[config.mk]
export PLATFORM = sky130hd
export DESIGN_NAME = motor_stall_progress_detector
export DESIGN_NICKNAME = d
export VERILOG_FILES = /design/src/hw/rtl/mspd_pkg.sv /design/src/hw/rtl/motor_stall_progress_detector.sv
export SDC_FILE = /design/constraint.sdc
export NUM_CORES = 1
export LEC_CHECK = 0
export BUFFER_PORTS_ARGS = -buffer_cell sky130_fd_sc_hd__buf_4
export CELL_PAD_IN_SITES_DETAIL_PLACEMENT = 1
export CELL_PAD_IN_SITES_GLOBAL_PLACEMENT = 1
export CORE_AREA = 8 8 273 275
export CTS_CLUSTER_SIZE = 40
export DETAILED_ROUTE_END_ITERATION = 8
export DIE_AREA = 0 0 281 283
export MAX_ROUTING_LAYER = met4
export PLACE_DENSITY = 0.68
export SLEW_MARGIN = 40
export SYNTH_ARGS = -nofsm -noshare
export SYNTH_HDL_FRONTEND = slang
export SYNTH_SLANG_ARGS = --single-unit
[constraint.sdc]
create_clock -name clk -period 7.23 [get_ports clk]
set_input_delay 0 -clock clk [delete_from_list [all_inputs] [get_ports clk]]
set_output_delay 0 -clock clk [all_outputs]
set_load 0.1 [all_outputs]
[src/hw/rtl/mspd_pkg.sv]
// Shared widths, register indexes and helpers for the motor stall/progress detector.
package mspd_pkg;

	localparam int unsigned CUR_W   = 15;
	localparam int unsigned SPD_W   = 15;
	localparam int unsigned TIME_W  = 16;
	localparam int unsigned PROG_W  = 24;
	localparam int unsigned STAMP_W = 32;
	localparam int unsigned POS_W   = 32;
	localparam int unsigned RAW_W   = 16;
	localparam int unsigned MAG_W   = RAW_W + 1;
	localparam int unsigned ADDR_W  = 3;
	localparam int unsigned CDATA_W = 24;
	localparam int unsigned S_DATA_W = 96;
	localparam int unsigned S_USER_W = 2;
	localparam int unsigned M_DATA_W = 8;

	localparam logic [ADDR_W-1:0] REG_UP_CUR_LIMIT   = 3'd0;
	localparam logic [ADDR_W-1:0] REG_DOWN_CUR_LIMIT = 3'd1;
	localparam logic [ADDR_W-1:0] REG_UP_SPD_LIMIT   = 3'd2;
	localparam logic [ADDR_W-1:0] REG_DOWN_SPD_LIMIT = 3'd3;
	localparam logic [ADDR_W-1:0] REG_UP_STALL_TIME  = 3'd4;
	localparam logic [ADDR_W-1:0] REG_DOWN_STALL_TIME = 3'd5;
	localparam logic [ADDR_W-1:0] REG_PROG_MIN       = 3'd6;

	// Magnitude of a 16-bit two's complement reading; -32768 gives 32768.
	function automatic logic [MAG_W-1:0] mag16(input logic [RAW_W-1:0] raw);
		logic [MAG_W-1:0] ext;
		ext = {1'b0, raw};
		if (raw[RAW_W-1]) begin
			return (MAG_W'(1) << RAW_W) - ext;
		end
		return ext;
	endfunction

	// Magnitude of a 32-bit wrapping difference, saturated at 2^31-1.
	function automatic logic [POS_W-2:0] mag32_sat(input logic [POS_W-1:0] v);
		logic [POS_W-1:0] neg;
		neg = '0 - v;
		if (!v[POS_W-1]) begin
			return v[POS_W-2:0];
		end
		if (neg[POS_W-1]) begin
			return {(POS_W-1){1'b1}};
		end
		return neg[POS_W-2:0];
	endfunction

endpackage

[src/hw/rtl/motor_stall_progress_detector.sv]
// Top level of the motor stall/progress detector: input stage, stall logic and result stage.
//
// Usage. Each transaction on the s_ group carries one motor feedback sample: a
// millisecond timestamp, the phase current, the rotor speed and the encoder
// count in s_tdata, and the clear mode and travel direction in s_tuser. Each
// sample yields exactly one transaction on the m_ group with the stalled flag
// and the end-contact flag. Thresholds and durations are written through the
// cfg_ channel (index 0..6, one register per index, higher indexes ignored);
// cfg_ready is always high and writes are expected only while the block is idle.
//
// Timing. A sample is captured in the input register, evaluated by one level of
// compare/subtract logic and stored in the output register, which drives
// m_tvalid and m_tdata. Throughput is one sample per cycle while m_tready stays
// high: the stall timers and progress window are updated in the same cycle the
// result is registered, so the following sample sees the new state with no gap.
//
// Reset stops the timers and the progress window and clears all configuration
// registers to zero. When the receiver holds m_tready low, the output register
// keeps its result, the input register still takes one more sample if it is
// empty, and s_tready then falls until the output transaction completes.
module motor_stall_progress_detector (
	input  logic                                clk,
	input  logic                                arst_n,
	// Sample stream.
	input  logic                                s_tvalid,
	output logic                                s_tready,
	// [31:0] time_ms, [47:32] phase_current, [63:48] rotor_speed, [95:64] position_count
	input  logic [mspd_pkg::S_DATA_W-1:0]       s_tdata,
	// [0] mode, [1] going_down
	input  logic [mspd_pkg::S_USER_W-1:0]       s_tuser,
	// Result stream.
	output logic                                m_tvalid,
	input  logic                                m_tready,
	// [0] stalled, [1] end_contact, [7:2] zero
	output logic [mspd_pkg::M_DATA_W-1:0]       m_tdata,
	// Configuration writes.
	input  logic                                cfg_valid,
	output logic                                cfg_ready,
	input  logic [mspd_pkg::ADDR_W-1:0]         cfg_addr,
	input  logic [mspd_pkg::CDATA_W-1:0]        cfg_data
);

	// Configuration registers.
	logic [mspd_pkg::CUR_W-1:0]  up_cur_limit_q, down_cur_limit_q;
	logic [mspd_pkg::SPD_W-1:0]  up_spd_limit_q, down_spd_limit_q;
	logic [mspd_pkg::TIME_W-1:0] up_stall_time_q, down_stall_time_q;
	logic [mspd_pkg::PROG_W-1:0] prog_min_q;

	// Input stage.
	logic                          valid_s1;
	logic                          mode_s1;
	logic                          down_s1;
	logic [mspd_pkg::STAMP_W-1:0]  time_s1;
	logic [mspd_pkg::RAW_W-1:0]    current_s1;
	logic [mspd_pkg::RAW_W-1:0]    speed_s1;
	logic [mspd_pkg::POS_W-1:0]    pos_s1;

	// Detector state.
	logic                          win_run_q;
	logic [mspd_pkg::STAMP_W-1:0]  win_time_q;
	logic [mspd_pkg::POS_W-1:0]    win_count_q;
	logic                          win_all_high_q;
	logic                          stall_run_q;
	logic [mspd_pkg::STAMP_W-1:0]  stall_time_q;

	// Output stage.
	logic                          stalled_s2;
	logic                          contact_s2;

	logic                          advance;

	// Evaluation signals.
	logic [mspd_pkg::MAG_W-1:0]    cur_mag, spd_mag;
	logic [mspd_pkg::CUR_W-1:0]    cur_lim;
	logic [mspd_pkg::SPD_W-1:0]    spd_lim;
	logic [mspd_pkg::TIME_W-1:0]   dur;
	logic                          high, low, hold;
	logic [mspd_pkg::STAMP_W-1:0]  win_time_eff, stall_time_eff;
	logic [mspd_pkg::POS_W-1:0]    win_count_eff;
	logic                          all_high_eff;
	logic [mspd_pkg::STAMP_W-1:0]  stall_age, win_age;
	logic [mspd_pkg::POS_W-1:0]    moved;
	logic [mspd_pkg::POS_W-2:0]    moved_mag;
	logic                          cur_stall, win_done, no_prog, stall_hit, contact;

	assign cfg_ready = 1'b1;

	// The output register frees up when empty or when its result is taken; the
	// input register moves on whenever the output register can take its result.
	assign advance  = !m_tvalid || m_tready;
	assign s_tready = !valid_s1 || advance;

	always_ff @(posedge clk or negedge arst_n) begin
		if (!arst_n) begin
			up_cur_limit_q    <= '0;
			down_cur_limit_q  <= '0;
			up_spd_limit_q    <= '0;
			down_spd_limit_q  <= '0;
			up_stall_time_q   <= '0;
			down_stall_time_q <= '0;
			prog_min_q        <= '0;
		end else if (cfg_valid && cfg_ready) begin
			case (cfg_addr)
				mspd_pkg::REG_UP_CUR_LIMIT:    up_cur_limit_q    <= cfg_data[mspd_pkg::CUR_W-1:0];
				mspd_pkg::REG_DOWN_CUR_LIMIT:  down_cur_limit_q  <= cfg_data[mspd_pkg::CUR_W-1:0];
				mspd_pkg::REG_UP_SPD_LIMIT:    up_spd_limit_q    <= cfg_data[mspd_pkg::SPD_W-1:0];
				mspd_pkg::REG_DOWN_SPD_LIMIT:  down_spd_limit_q  <= cfg_data[mspd_pkg::SPD_W-1:0];
				mspd_pkg::REG_UP_STALL_TIME:   up_stall_time_q   <= cfg_data[mspd_pkg::TIME_W-1:0];
				mspd_pkg::REG_DOWN_STALL_TIME: down_stall_time_q <= cfg_data[mspd_pkg::TIME_W-1:0];
				mspd_pkg::REG_PROG_MIN:        prog_min_q        <= cfg_data[mspd_pkg::PROG_W-1:0];
				default: ;
			endcase
		end
	end

	always_ff @(posedge clk or negedge arst_n) begin
		if (!arst_n) begin
			valid_s1 <= 1'b0;
		end else if (s_tready) begin
			valid_s1 <= s_tvalid;
		end
	end

	always_ff @(posedge clk) begin
		if (s_tvalid && s_tready) begin
			mode_s1    <= s_tuser[0];
			down_s1    <= s_tuser[1];
			time_s1    <= s_tdata[31:0];
			current_s1 <= s_tdata[47:32];
			speed_s1   <= s_tdata[63:48];
			pos_s1     <= s_tdata[95:64];
		end
	end

	always_comb begin
		cur_lim = down_s1 ? down_cur_limit_q : up_cur_limit_q;
		spd_lim = down_s1 ? down_spd_limit_q : up_spd_limit_q;
		dur     = down_s1 ? down_stall_time_q : up_stall_time_q;

		cur_mag = mspd_pkg::mag16(current_s1);
		spd_mag = mspd_pkg::mag16(speed_s1);
		high    = cur_mag >= {2'b00, cur_lim};
		low     = spd_mag <= {2'b00, spd_lim};
		hold    = high && low;

		// A window that is not running opens at this very sample.
		win_time_eff  = win_run_q ? win_time_q : time_s1;
		win_count_eff = win_run_q ? win_count_q : pos_s1;
		all_high_eff  = win_run_q ? (win_all_high_q && high) : high;

		// The current timer starts on the first sample of an unbroken run.
		stall_time_eff = stall_run_q ? stall_time_q : time_s1;

		stall_age = time_s1 - stall_time_eff;
		win_age   = time_s1 - win_time_eff;
		moved     = pos_s1 - win_count_eff;
		moved_mag = mspd_pkg::mag32_sat(moved);

		cur_stall = hold && (stall_age >= {16'd0, dur});
		win_done  = win_age >= {16'd0, dur};
		no_prog   = win_done && (moved_mag < {7'd0, prog_min_q});
		stall_hit = !mode_s1 && (cur_stall || no_prog);
		contact   = stall_hit && (cur_stall || all_high_eff);
	end

	always_ff @(posedge clk or negedge arst_n) begin
		if (!arst_n) begin
			win_run_q   <= 1'b0;
			stall_run_q <= 1'b0;
		end else if (valid_s1 && advance) begin
			if (mode_s1 || stall_hit) begin
				win_run_q   <= 1'b0;
				stall_run_q <= 1'b0;
			end else begin
				win_run_q   <= 1'b1;
				stall_run_q <= hold;
			end
		end
	end

	// Timer payload; only meaningful while the matching running flag is set.
	always_ff @(posedge clk) begin
		if (valid_s1 && advance) begin
			stall_time_q <= stall_time_eff;
			if (win_done) begin
				win_time_q     <= time_s1;
				win_count_q    <= pos_s1;
				win_all_high_q <= high;
			end else begin
				win_time_q     <= win_time_eff;
				win_count_q    <= win_count_eff;
				win_all_high_q <= all_high_eff;
			end
		end
	end

	always_ff @(posedge clk or negedge arst_n) begin
		if (!arst_n) begin
			m_tvalid <= 1'b0;
		end else if (advance) begin
			m_tvalid <= valid_s1;
		end
	end

	always_ff @(posedge clk) begin
		if (valid_s1 && advance) begin
			stalled_s2 <= stall_hit;
			contact_s2 <= contact;
		end
	end

	assign m_tdata = {6'd0, contact_s2, stalled_s2};

	// A contact report always comes with a stall.
	a_contact_needs_stall: assert property (@(posedge clk) disable iff (!arst_n)
		m_tvalid |-> (stalled_s2 || !contact_s2))
		else $error("end_contact set without stalled");

	// A detected stall stops both timers.
	a_stall_clears_timers: assert property (@(posedge clk) disable iff (!arst_n)
		(valid_s1 && advance && stall_hit) |=> (!win_run_q && !stall_run_q))
		else $error("timers still running after a stall");

	// Clear mode stops both timers and reports nothing.
	a_clear_mode: assert property (@(posedge clk) disable iff (!arst_n)
		(valid_s1 && advance && mode_s1) |=> (!win_run_q && !stall_run_q && !stalled_s2))
		else $error("clear mode left a timer running or reported a stall");

	// An evaluated sample outside clear mode and without a stall leaves the progress window running.
	a_window_opens: assert property (@(posedge clk) disable iff (!arst_n)
		(valid_s1 && advance && !mode_s1 && !stall_hit) |=> win_run_q)
		else $error("progress window not running after a normal sample");

endmodule
Word-level counts from Yosys, hierarchy flattened --
Cells that the tools add are included.
Storage, ports and cells: output and inout port bits 11, flip-flop bits (word level) 317, input bits 130
Cells by class: equality and inequality tests 6, $add $sub $neg 6, muxes and demuxes 24, reduce and logical (&&, ||, !) cells 24, magnitude comparators 5
Operators with widths (count):
- two-way mux 32 bit | 5
- two-way mux 31 bit | 4
- subtractor 32 bit | 3
- two-way mux 17 bit | 4
- greater-or-equal comparator 32 x 16 -> 1 bit | 2
- subtractor 17 x 16 -> 17 bit (first input constant) | 2
- subtractor 1 x 32 -> 32 bit (first input constant) | 1
- less-than comparator 31 x 24 -> 1 bit | 1
- two-way mux 15 bit | 2
- greater-or-equal comparator 17 x 15 -> 1 bit | 1
- <= comparator 17 x 15 -> 1 bit | 1
- two-way mux 16 bit | 1
- AND reduction 2 bit | 7
- == test 3 bit (second input constant) | 3
- logical AND 1 bit | 8
- two-way mux 1 bit | 8
- == test 3 x 2 -> 1 bit (second input constant) | 2
- logical OR 1 bit | 5
- == test 3 x 1 -> 1 bit (second input constant) | 1
- zero test 1 bit | 3
- zero test 3 bit | 1

Longest topological paths before layout --
Gate-level depths: netlist of run 1.
depth after elaboration 13, mapped depth 31

Worst setup path before layout of run 1 --
OpenSTA, ideal clock, no wires.
kind register to register, start point reg win_run_q, end point reg win_run_q, stages on the path, launching flop included 30, setup time 0.122 ns, path slack -0.330 ns, path buffers 4, arrival 7.439 ns, period minus slack after synthesis 7.560 ns, cells stage by stage dfrtp_1 -> clkbuf_1 -> clkbuf_1 -> buf_1 -> mux2i_1 -> ha_1 -> nor2b_1 -> o2111ai_2 -> a2111oi_2 -> or3_4 -> xor2_1 -> or3_4 -> or4_4 -> nor3_1 -> nand4_1 -> clkbuf_1 -> nand2_1 -> ha_1 -> a21o_1 -> a21o_1 -> a21o_1 -> a21o_1 -> a21oi_1 -> nor2b_1 -> o21ai_0 -> nand2b_1 -> a221o_1 -> or4b_1 -> or4_4 -> a32o_1
Between the ends: longest elaborated chain between the ends 13, elaborated cells between the ends (all ways) 18, those cells by class add/sub: 3; order compare: 2; mux: 9; reduce/logical: 4
RTL lines:
- start, declared | RTL line motor_stall_progress_detector.sv:59 | logic win_run_q;
- start signal, assigned | RTL line motor_stall_progress_detector.sv:168 | win_run_q <= 1'b0;
- start signal, assigned | RTL line motor_stall_progress_detector.sv:172 | win_run_q <= 1'b0;
- start signal, assigned | RTL line motor_stall_progress_detector.sv:175 | win_run_q <= 1'b1;
- two-way mux 32 bit | RTL line motor_stall_progress_detector.sv:148 | win_count_eff = win_run_q ? win_count_q : pos_s1;
- subtractor 32 bit | RTL line motor_stall_progress_detector.sv:156 | moved = pos_s1 - win_count_eff;
- subtractor 1 x 32 -> 32 bit | RTL line mspd_pkg.sv:39 | neg = '0 - v;
- two-way mux 1 bit (2 in a row) | RTL line mspd_pkg.sv:43 | if (neg[POS_W-1]) begin
- two-way mux 31 bit | RTL line mspd_pkg.sv:46 | return neg[POS_W-2:0];
- two-way mux 31 bit | RTL line mspd_pkg.sv:43
- less-than comparator 31 x 24 -> 1 bit | RTL line motor_stall_progress_detector.sv:161 | no_prog = win_done && (moved_mag < {7'd0, prog_min_q});
- logical AND 1 bit (*) | RTL line motor_stall_progress_detector.sv:161
- logical OR 1 bit (*) | RTL line motor_stall_progress_detector.sv:162 | stall_hit = !mode_s1 && (cur_stall || no_prog);
- logical AND 1 bit (*) | RTL line motor_stall_progress_detector.sv:162
- logical OR 1 bit (*) | RTL line motor_stall_progress_detector.sv:171 | if (mode_s1 || stall_hit) begin
- two-way mux 1 bit (*) | RTL line motor_stall_progress_detector.sv:171
Every way passes the cells marked *; elsewhere a longest branch is shown, timed or not. The select of a mux whose other input is x is not followed. A chain may end at the register's enable or synchronous reset.

Worst setup path in the final report of run 1 --
Ends and elaborated chain as after synthesis.

==> impl_metrics.ini, run 1 <==
[cells_and_area]
design_area_um2 = 27100
drive_gt1_share_pct = 20.07
area_growth_pct = 25.73
nNetsFinal = 2713

[placed_design]
dp_hpwl_um = 50160
numPortBuffers = 133
gp_congestion = 0.8892
dpl-instance-area_um2 = 24120

[global_routing]
grt_max_degree = 74
antenna_found_initial = 3
grt.overflow.total = 0
grt_pass1_vias = 18690
grt_usage_pct = 16.73
grt_pass1_wl_um = 105200

[drt]
vias_per_cell = 5.127
dr_total_vias = 17330
dr.pass1.iters = 5
route.detailed.drc = 0
final_antenna_net_count = 0
totalWireLength_um = 66970
wl_per_cell_um = 19.81
drt_iter0_drc = 770

[synth]
synth_area_leaders = edfxtp_1 (27%), dfrtp_1 (14%), ha_1 (11%)
ys_types = 85
synth_top_area_share_pct = 27.45
ys_seq_elements = 317
yosysWarnings = 0
synth.largest_area_cell = edfxtp_1
synth_area_um2 = 21550
synth_enable_flop_cells = 197
ys_seq_area_share_pct = 41.38
ys_async_sr_fraction_pct = 37.85
ys.flop_type = edfxtp_1
yosys-top-cells-count = edfxtp_1 (197), nand2_1 (193), ha_1 (184), o21ai_0 (150), a21oi_1 (140)
syn_area_per_cell_um2 = 10.43
synth_most_common_cell = edfxtp_1
synthCells = 2066

[timing]
holdWs_ns = -0.04847
setup_viol = 0
worst_clock_skew_ns = 0.04627
period_minus_slack_ns = 7.023
report.final.hold_viol_count = 57
slew_headroom_pct = 44.74
final-max-slew-violation-count = 0
worstMarginPinSlew_ns = 0.8290
period_share_pct = 97.14
max_freq_mhz = 142.4

[setup_path]
crit_top_cell = a21o_1
critical_path.top_delay_family = simple AND/OR/NAND/NOR gates
crit_fanout = 8
arrival_ns = 7.47
crit_start = win_run_q$_DFFE_PN0P_
path_buf_inv = 1
worstSetupStartpointType = flip-flop
critPathSlowestCell = or4_4
r2r_slack_ns = 0.21
r2r_start = win_run_q$_DFFE_PN0P_
critical_path_required_ns = 7.67
critPathKind = reg -> reg
endpoint_kind = flip-flop
cpPeakStageDelay_ns = 0.56

[power]
power_density_nw_per_um2 = 299.4
seqPwrFrac_pct = 29.1
p_sw_mw = 3.135
vdd_ir_drop_max_mv = 0.1621
p_clk_share_pct = 23.8
power.internal_mw = 4.979
netSwitchingFraction_pct = 38.64
p_comb_share_pct = 47.1
p_leak_nw = 11.29

[cts]
root_buffer = clkbuf_16
cts_num_sinks = 317
path_clk_slew_ns = 0.06
clockBufferDepth = 3
clk_latency_ns = 0.60
ctsHtreeMaxLevel = 2
cts_tree = yes
cts_buffers = 40

[floorplanning]
dieArea_um2 = 79520
initial_utilization_pct = 30.57
coreArea_um2 = 70510
io_pins = 141
die_h_um = 283
die_width_um = 281
rows = 98

[status]
violations = negative hold slack
status = complete, but fails checks

[run]
drv_cap = 0

[min_path]
hp-class = in -> async
flip-flops by register name, indices dropped and copies added (netlist names), 16 cells and up:
register,cells
pos_s1,32
stall_time_q,32
time_s1,32
win_count_q,32
win_time_q,32
prog_min_q,24
current_s1,16
down_stall_time_q,16
speed_s1,16
up_stall_time_q,16
path summary, 6_finish.rpt:
path | cells after the start | end
setup / recovery | 26 | win_run_q$_DFFE_PN0P_
hold / removal | 2 | prog_min_q[22]$_DFFE_PN0P_
min in group clk | 3 | down_spd_limit_q[12]$_DFFE_PN0P_
max in group asynchronous | 3 | up_cur_limit_q[7]$_DFFE_PN0P_
hold reg to reg | 1 | m_tvalid$_DFFE_PN0P_
setup reg to reg | 26 | win_run_q$_DFFE_PN0P_
final cells by class:
| cell class | instances | area [um^2] |
|---|---|---|
| clock buffers | 58 | 1089 |
| diodes | 3 | 7.507 |
| repair buffers | 360 | 3123 |
| flip-flops and latches | 317 | 8924 |
| inverters | 85 | 321.6 |
| well taps | 950 | 1189 |
| fillers | 7783 | 43410 |
| multi-input cells | 1592 | 12260 |
| clock inverters | 15 | 190.2 |
metrics by stage:
step / total power, mW / TNS (ns) / cells / util, % / worst slack, ns
final: 8.114 / 0 / 3380 / 38.44 / 0.2065
after CTS: 8.032 / 0 / 3362 / 37.86 / 0.006168
after global placement: 5.838 / 0 / 3156 / 34.11 / 0.08849
after floorplan: 4.814 / 0 / 2071 / - / 0.05122
after global routing: 8.682 / -0.2496 / 3380 / 38.44 / -0.07538
after detailed placement: 5.963 / -0.2729 / 3160 / 34.20 / -0.1047
per-layer routing:
layer / track usage [%] / vias up / part of all wire [%]
li1: - / 8388 / -
met1: 21.70 / 8606 / 47
met2: 27.63 / 237 / 48
met3: 2.219 / 99 / 3.2
met4: 3.858 / 0 / 2.2
met5: - / - / 0
cell usage in the layout, fill, tap and decap left out, types with 71 or more instances in the layout:
cell             n
a21oi_1        134
buf_4          219
dfrtp_1        118
dlygate4sd3_1  129
edfxtp_1       197
ha_1           180
inv_1           84
mux2_2         126
mux2i_1        126
nand2_1        193
o21ai_0        144
xnor2_1         71
logic make-up after synthesis:
logic type | count (synthesis) | share of synthesized area, %
muxes | 263 | 12.97
DFF | 317 | 41.38
xor gates and xnor gates | 112 | 4.551
AOI/OAI and AO/OA | 516 | 15.09
adders and majority gates | 187 | 10.96
other | 2 | 0.03484
and+or+nand+nor | 507 | 11.95
buffers and inverters | 162 | 3.071
power by group through the flow:
stage / Sequential, mW / Combinational [mW] / Clock [mW]
final: 2.36 / 3.82 / 1.93
after global routing: 2.39 / 4.22 / 2.07
after CTS: 2.36 / 3.68 / 2.00
after detailed placement: 2.39 / 3.57 / 0
after global placement: 2.37 / 3.46 / 0
after floorplan: 2.33 / 2.49 / 0
repair_timing:
action                     in CTS  in global routing
pin swaps                       0                 20
cloned                          0                  2
hold endpoints to repair      275                  0
setup endpoints to repair       4                  4
setup buffers                   0                 12
resized for setup               3                 49
hold buffers                  129                  0
Note: power is estimated with default switching activity, not from simulation.
==> run 2: changes to the inputs <==
--- a/config.mk
+++ b/config.mk
@@ -8,10 +8,10 @@
 export BUFFER_PORTS_ARGS = -buffer_cell sky130_fd_sc_hd__buf_4
 export CELL_PAD_IN_SITES_DETAIL_PLACEMENT = 1
 export CELL_PAD_IN_SITES_GLOBAL_PLACEMENT = 1
-export CORE_AREA = 8 8 273 275
+export CORE_AREA = 8 8 250 300
 export CTS_CLUSTER_SIZE = 40
 export DETAILED_ROUTE_END_ITERATION = 8
-export DIE_AREA = 0 0 281 283
+export DIE_AREA = 0 0 258 308
 export MAX_ROUTING_LAYER = met4
 export PLACE_DENSITY = 0.68
 export SLEW_MARGIN = 40
==> run 2 against run 1 <==
Compared with the run above:
- global-route usage up 0.24 points
- maximum frequency rose by 1.5%
- first-iteration DRC count fell by 8.8%
- largest cell class unchanged
- critical path depth rose by 1
- clock skew is 0.011 ns lower
- combinational power shrank 3%
- clock power up 5%
- the flow now finishes without violations
==> impl_metrics.ini, run 2 (synthesized netlist as in run 1, its figures left out) <==
[cells_and_area]
nNetsFinal = 2701
final_cell_count_no_fill = 3341
fillers = 7808
layout.cells.most_common = buf_4
area_growth_pct = 24.76
multi_input_area_um2 = 12130
final_util_pct = 38.26
seqCellArea_um2 = 8924
final_cell_mix = buf_4 (211), edfxtp_1 (197), nand2_1 (193)
antenna_cells = 0
drive_gt1_share_pct = 19.42
design_area_um2 = 26890

[setup_path]
critical_path_required_ns = 7.70
path_buf_inv = 2
critical_path.top_delay_family = simple AND/OR/NAND/NOR gates
endpoint_kind = flip-flop
arrival_ns = 7.39
cpPeakStageDelay_ns = 0.53
worstSetupStartpointType = flip-flop
crit_fanout = 15
critPathSlowestCell = or4_4
critPathKind = reg -> reg
crit_top_cell = a21o_1

[drt]
wl_per_cell_um = 19.99
route.detailed.drc = 0
totalWireLength_um = 66800
final_antenna_net_count = 0
vias_per_cell = 5.202
dr_total_vias = 17380
dr.pass1.iters = 5
drt_iter0_drc = 702

[cts]
path_clk_slew_ns = 0.06
cts_buffers = 41
clk_latency_ns = 0.60
root_buffer = clkbuf_16
cts_tree = yes
ctsHtreeMaxLevel = 2
cts_num_sinks = 317
clockBufferDepth = 3

[power]
netSwitchingFraction_pct = 38.75
p_leak_nw = 11.20
power.internal_mw = 4.953
seqPwrFrac_pct = 29.0
p_clk_share_pct = 25.1
vdd_ir_drop_max_mv = 0.1727
p_sw_mw = 3.133
power_density_nw_per_um2 = 300.7
p_comb_share_pct = 45.9

[status]
status = finished, final reports clean

[floorplanning]
die_width_um = 258
coreArea_um2 = 70290
initial_utilization_pct = 30.66
die_h_um = 308
rows = 107
dieArea_um2 = 79460
io_pins = 141

[min_path]
hp-class = in -> reg

[timing]
worstMarginPinSlew_ns = 0.8391
worst_clock_skew_ns = 0.03572
setup_viol = 0
report.final.hold_viol_count = 0
period_share_pct = 95.69
final-max-slew-violation-count = 0
slew_headroom_pct = 43.47
max_freq_mhz = 144.6
period_minus_slack_ns = 6.918

[run]
drv_cap = 0

[global_routing]
grt_pass1_vias = 19050
grt.overflow.total = 0
grt_pass1_wl_um = 106200
antenna_found_initial = 0
grt_max_degree = 69
grt_usage_pct = 16.97

[placed_design]
dpl-instance-area_um2 = 24040
numPortBuffers = 133
dp_hpwl_um = 49570
gp_congestion = 0.8909
place_inst = 3130
## run 2: cell type report
cell class	instances	area share, %
repair buffers	347	11.20
clock inverters	22	0.7817
well taps	926	4.309
inverters	85	1.196
clock buffers	52	4.239
flip-flops and latches	317	33.18
multi-input cells	1592	45.09
## run 2: through the flow
stage | power, mW | hold WS, ns | setup WS (ns) | TNS [ns]
5_1_grt | 8.644 | 0.04228 | -0.002269 | -0.002269
6_report | 8.086 | 0.05936 | 0.3120 | 0
2_1_floorplan | 4.814 | -0.2956 | 0.05122 | 0
3_3_place_gp | 5.829 | 0.1730 | 0.009826 | 0
3_5_place_dp | 5.953 | 0.05965 | -0.1430 | -0.4000
4_1_cts | 8.115 | 0.01634 | 0.04483 | 0
## run 2: worst reg2reg max path: stages, from the launching register on
cell and delay, ns:
dfrtp_4 0.51, buf_16 0.18, mux2i_1 0.20, ha_1 0.27, a21oi_1 0.25, o21ai_1 0.14, a21o_1 0.23, or3_4 0.43
xor2_1 0.18, or3_4 0.40, or4_4 0.53, nor3_2 0.20, nand4_1 0.10, buf_4 0.18, nand2_1 0.07, ha_1 0.24
a21o_1 0.16, a21o_1 0.17, a21o_1 0.17, a21o_1 0.18, a21oi_2 0.13, nor2b_1 0.05, o21ai_0 0.15, nand2b_1 0.08
a221o_1 0.31, or4b_1 0.52, or4_4 0.53, a32o_1 0.26
## run 2: timing repair
action,4_1_cts,5_1_grt
pin swaps,1,9
setup buffers,1,7
gates resized for setup,3,23
hold buffers,128,0
cloned,0,1
setup endpoints to repair,4,4
hold endpoints to repair,287,0
## run 2: path summary, 6_finish.rpt
kind	to	slack, ns	cells past startpoint	from
setup / recovery	win_run_q$_DFFE_PN0P_	0.31	27	win_run_q$_DFFE_PN0P_
hold / removal	down_cur_limit_q[8]$_DFFE_PN0P_	0.06	4	cfg_addr[1]
setup reg to reg	win_run_q$_DFFE_PN0P_	0.31	27	win_run_q$_DFFE_PN0P_
hold reg to reg	down_spd_limit_q[6]$_DFFE_PN0P_	0.50	1	down_spd_limit_q[6]$_DFFE_PN0P_
max in group asynchronous	win_run_q$_DFFE_PN0P_	5.94	4	arst_n
min in group asynchronous	down_spd_limit_q[6]$_DFFE_PN0P_	0.34	3	arst_n
## run 2: power by group through the flow
| stage | clock, mW | combinational (mW) | sequential [mW] |
|---|---|---|---|
| 2_1_floorplan | 0 | 2.49 | 2.33 |
| 3_3_place_gp | 0 | 3.47 | 2.36 |
| 3_5_place_dp | 0 | 3.57 | 2.38 |
| 4_1_cts | 2.10 | 3.67 | 2.35 |
| 5_1_grt | 2.15 | 4.12 | 2.38 |
| 6_report | 2.03 | 3.71 | 2.35 |
## run 2: per-layer routing
metal | routed length, um | global-route usage, % | part of all wire, %
met5 | 0 | - | 0
met4 | 1629 | 4.777 | 2.4
met3 | 1790 | 1.766 | 2.7
met2 | 34050 | 29.89 | 51
met1 | 29330 | 20.49 | 44
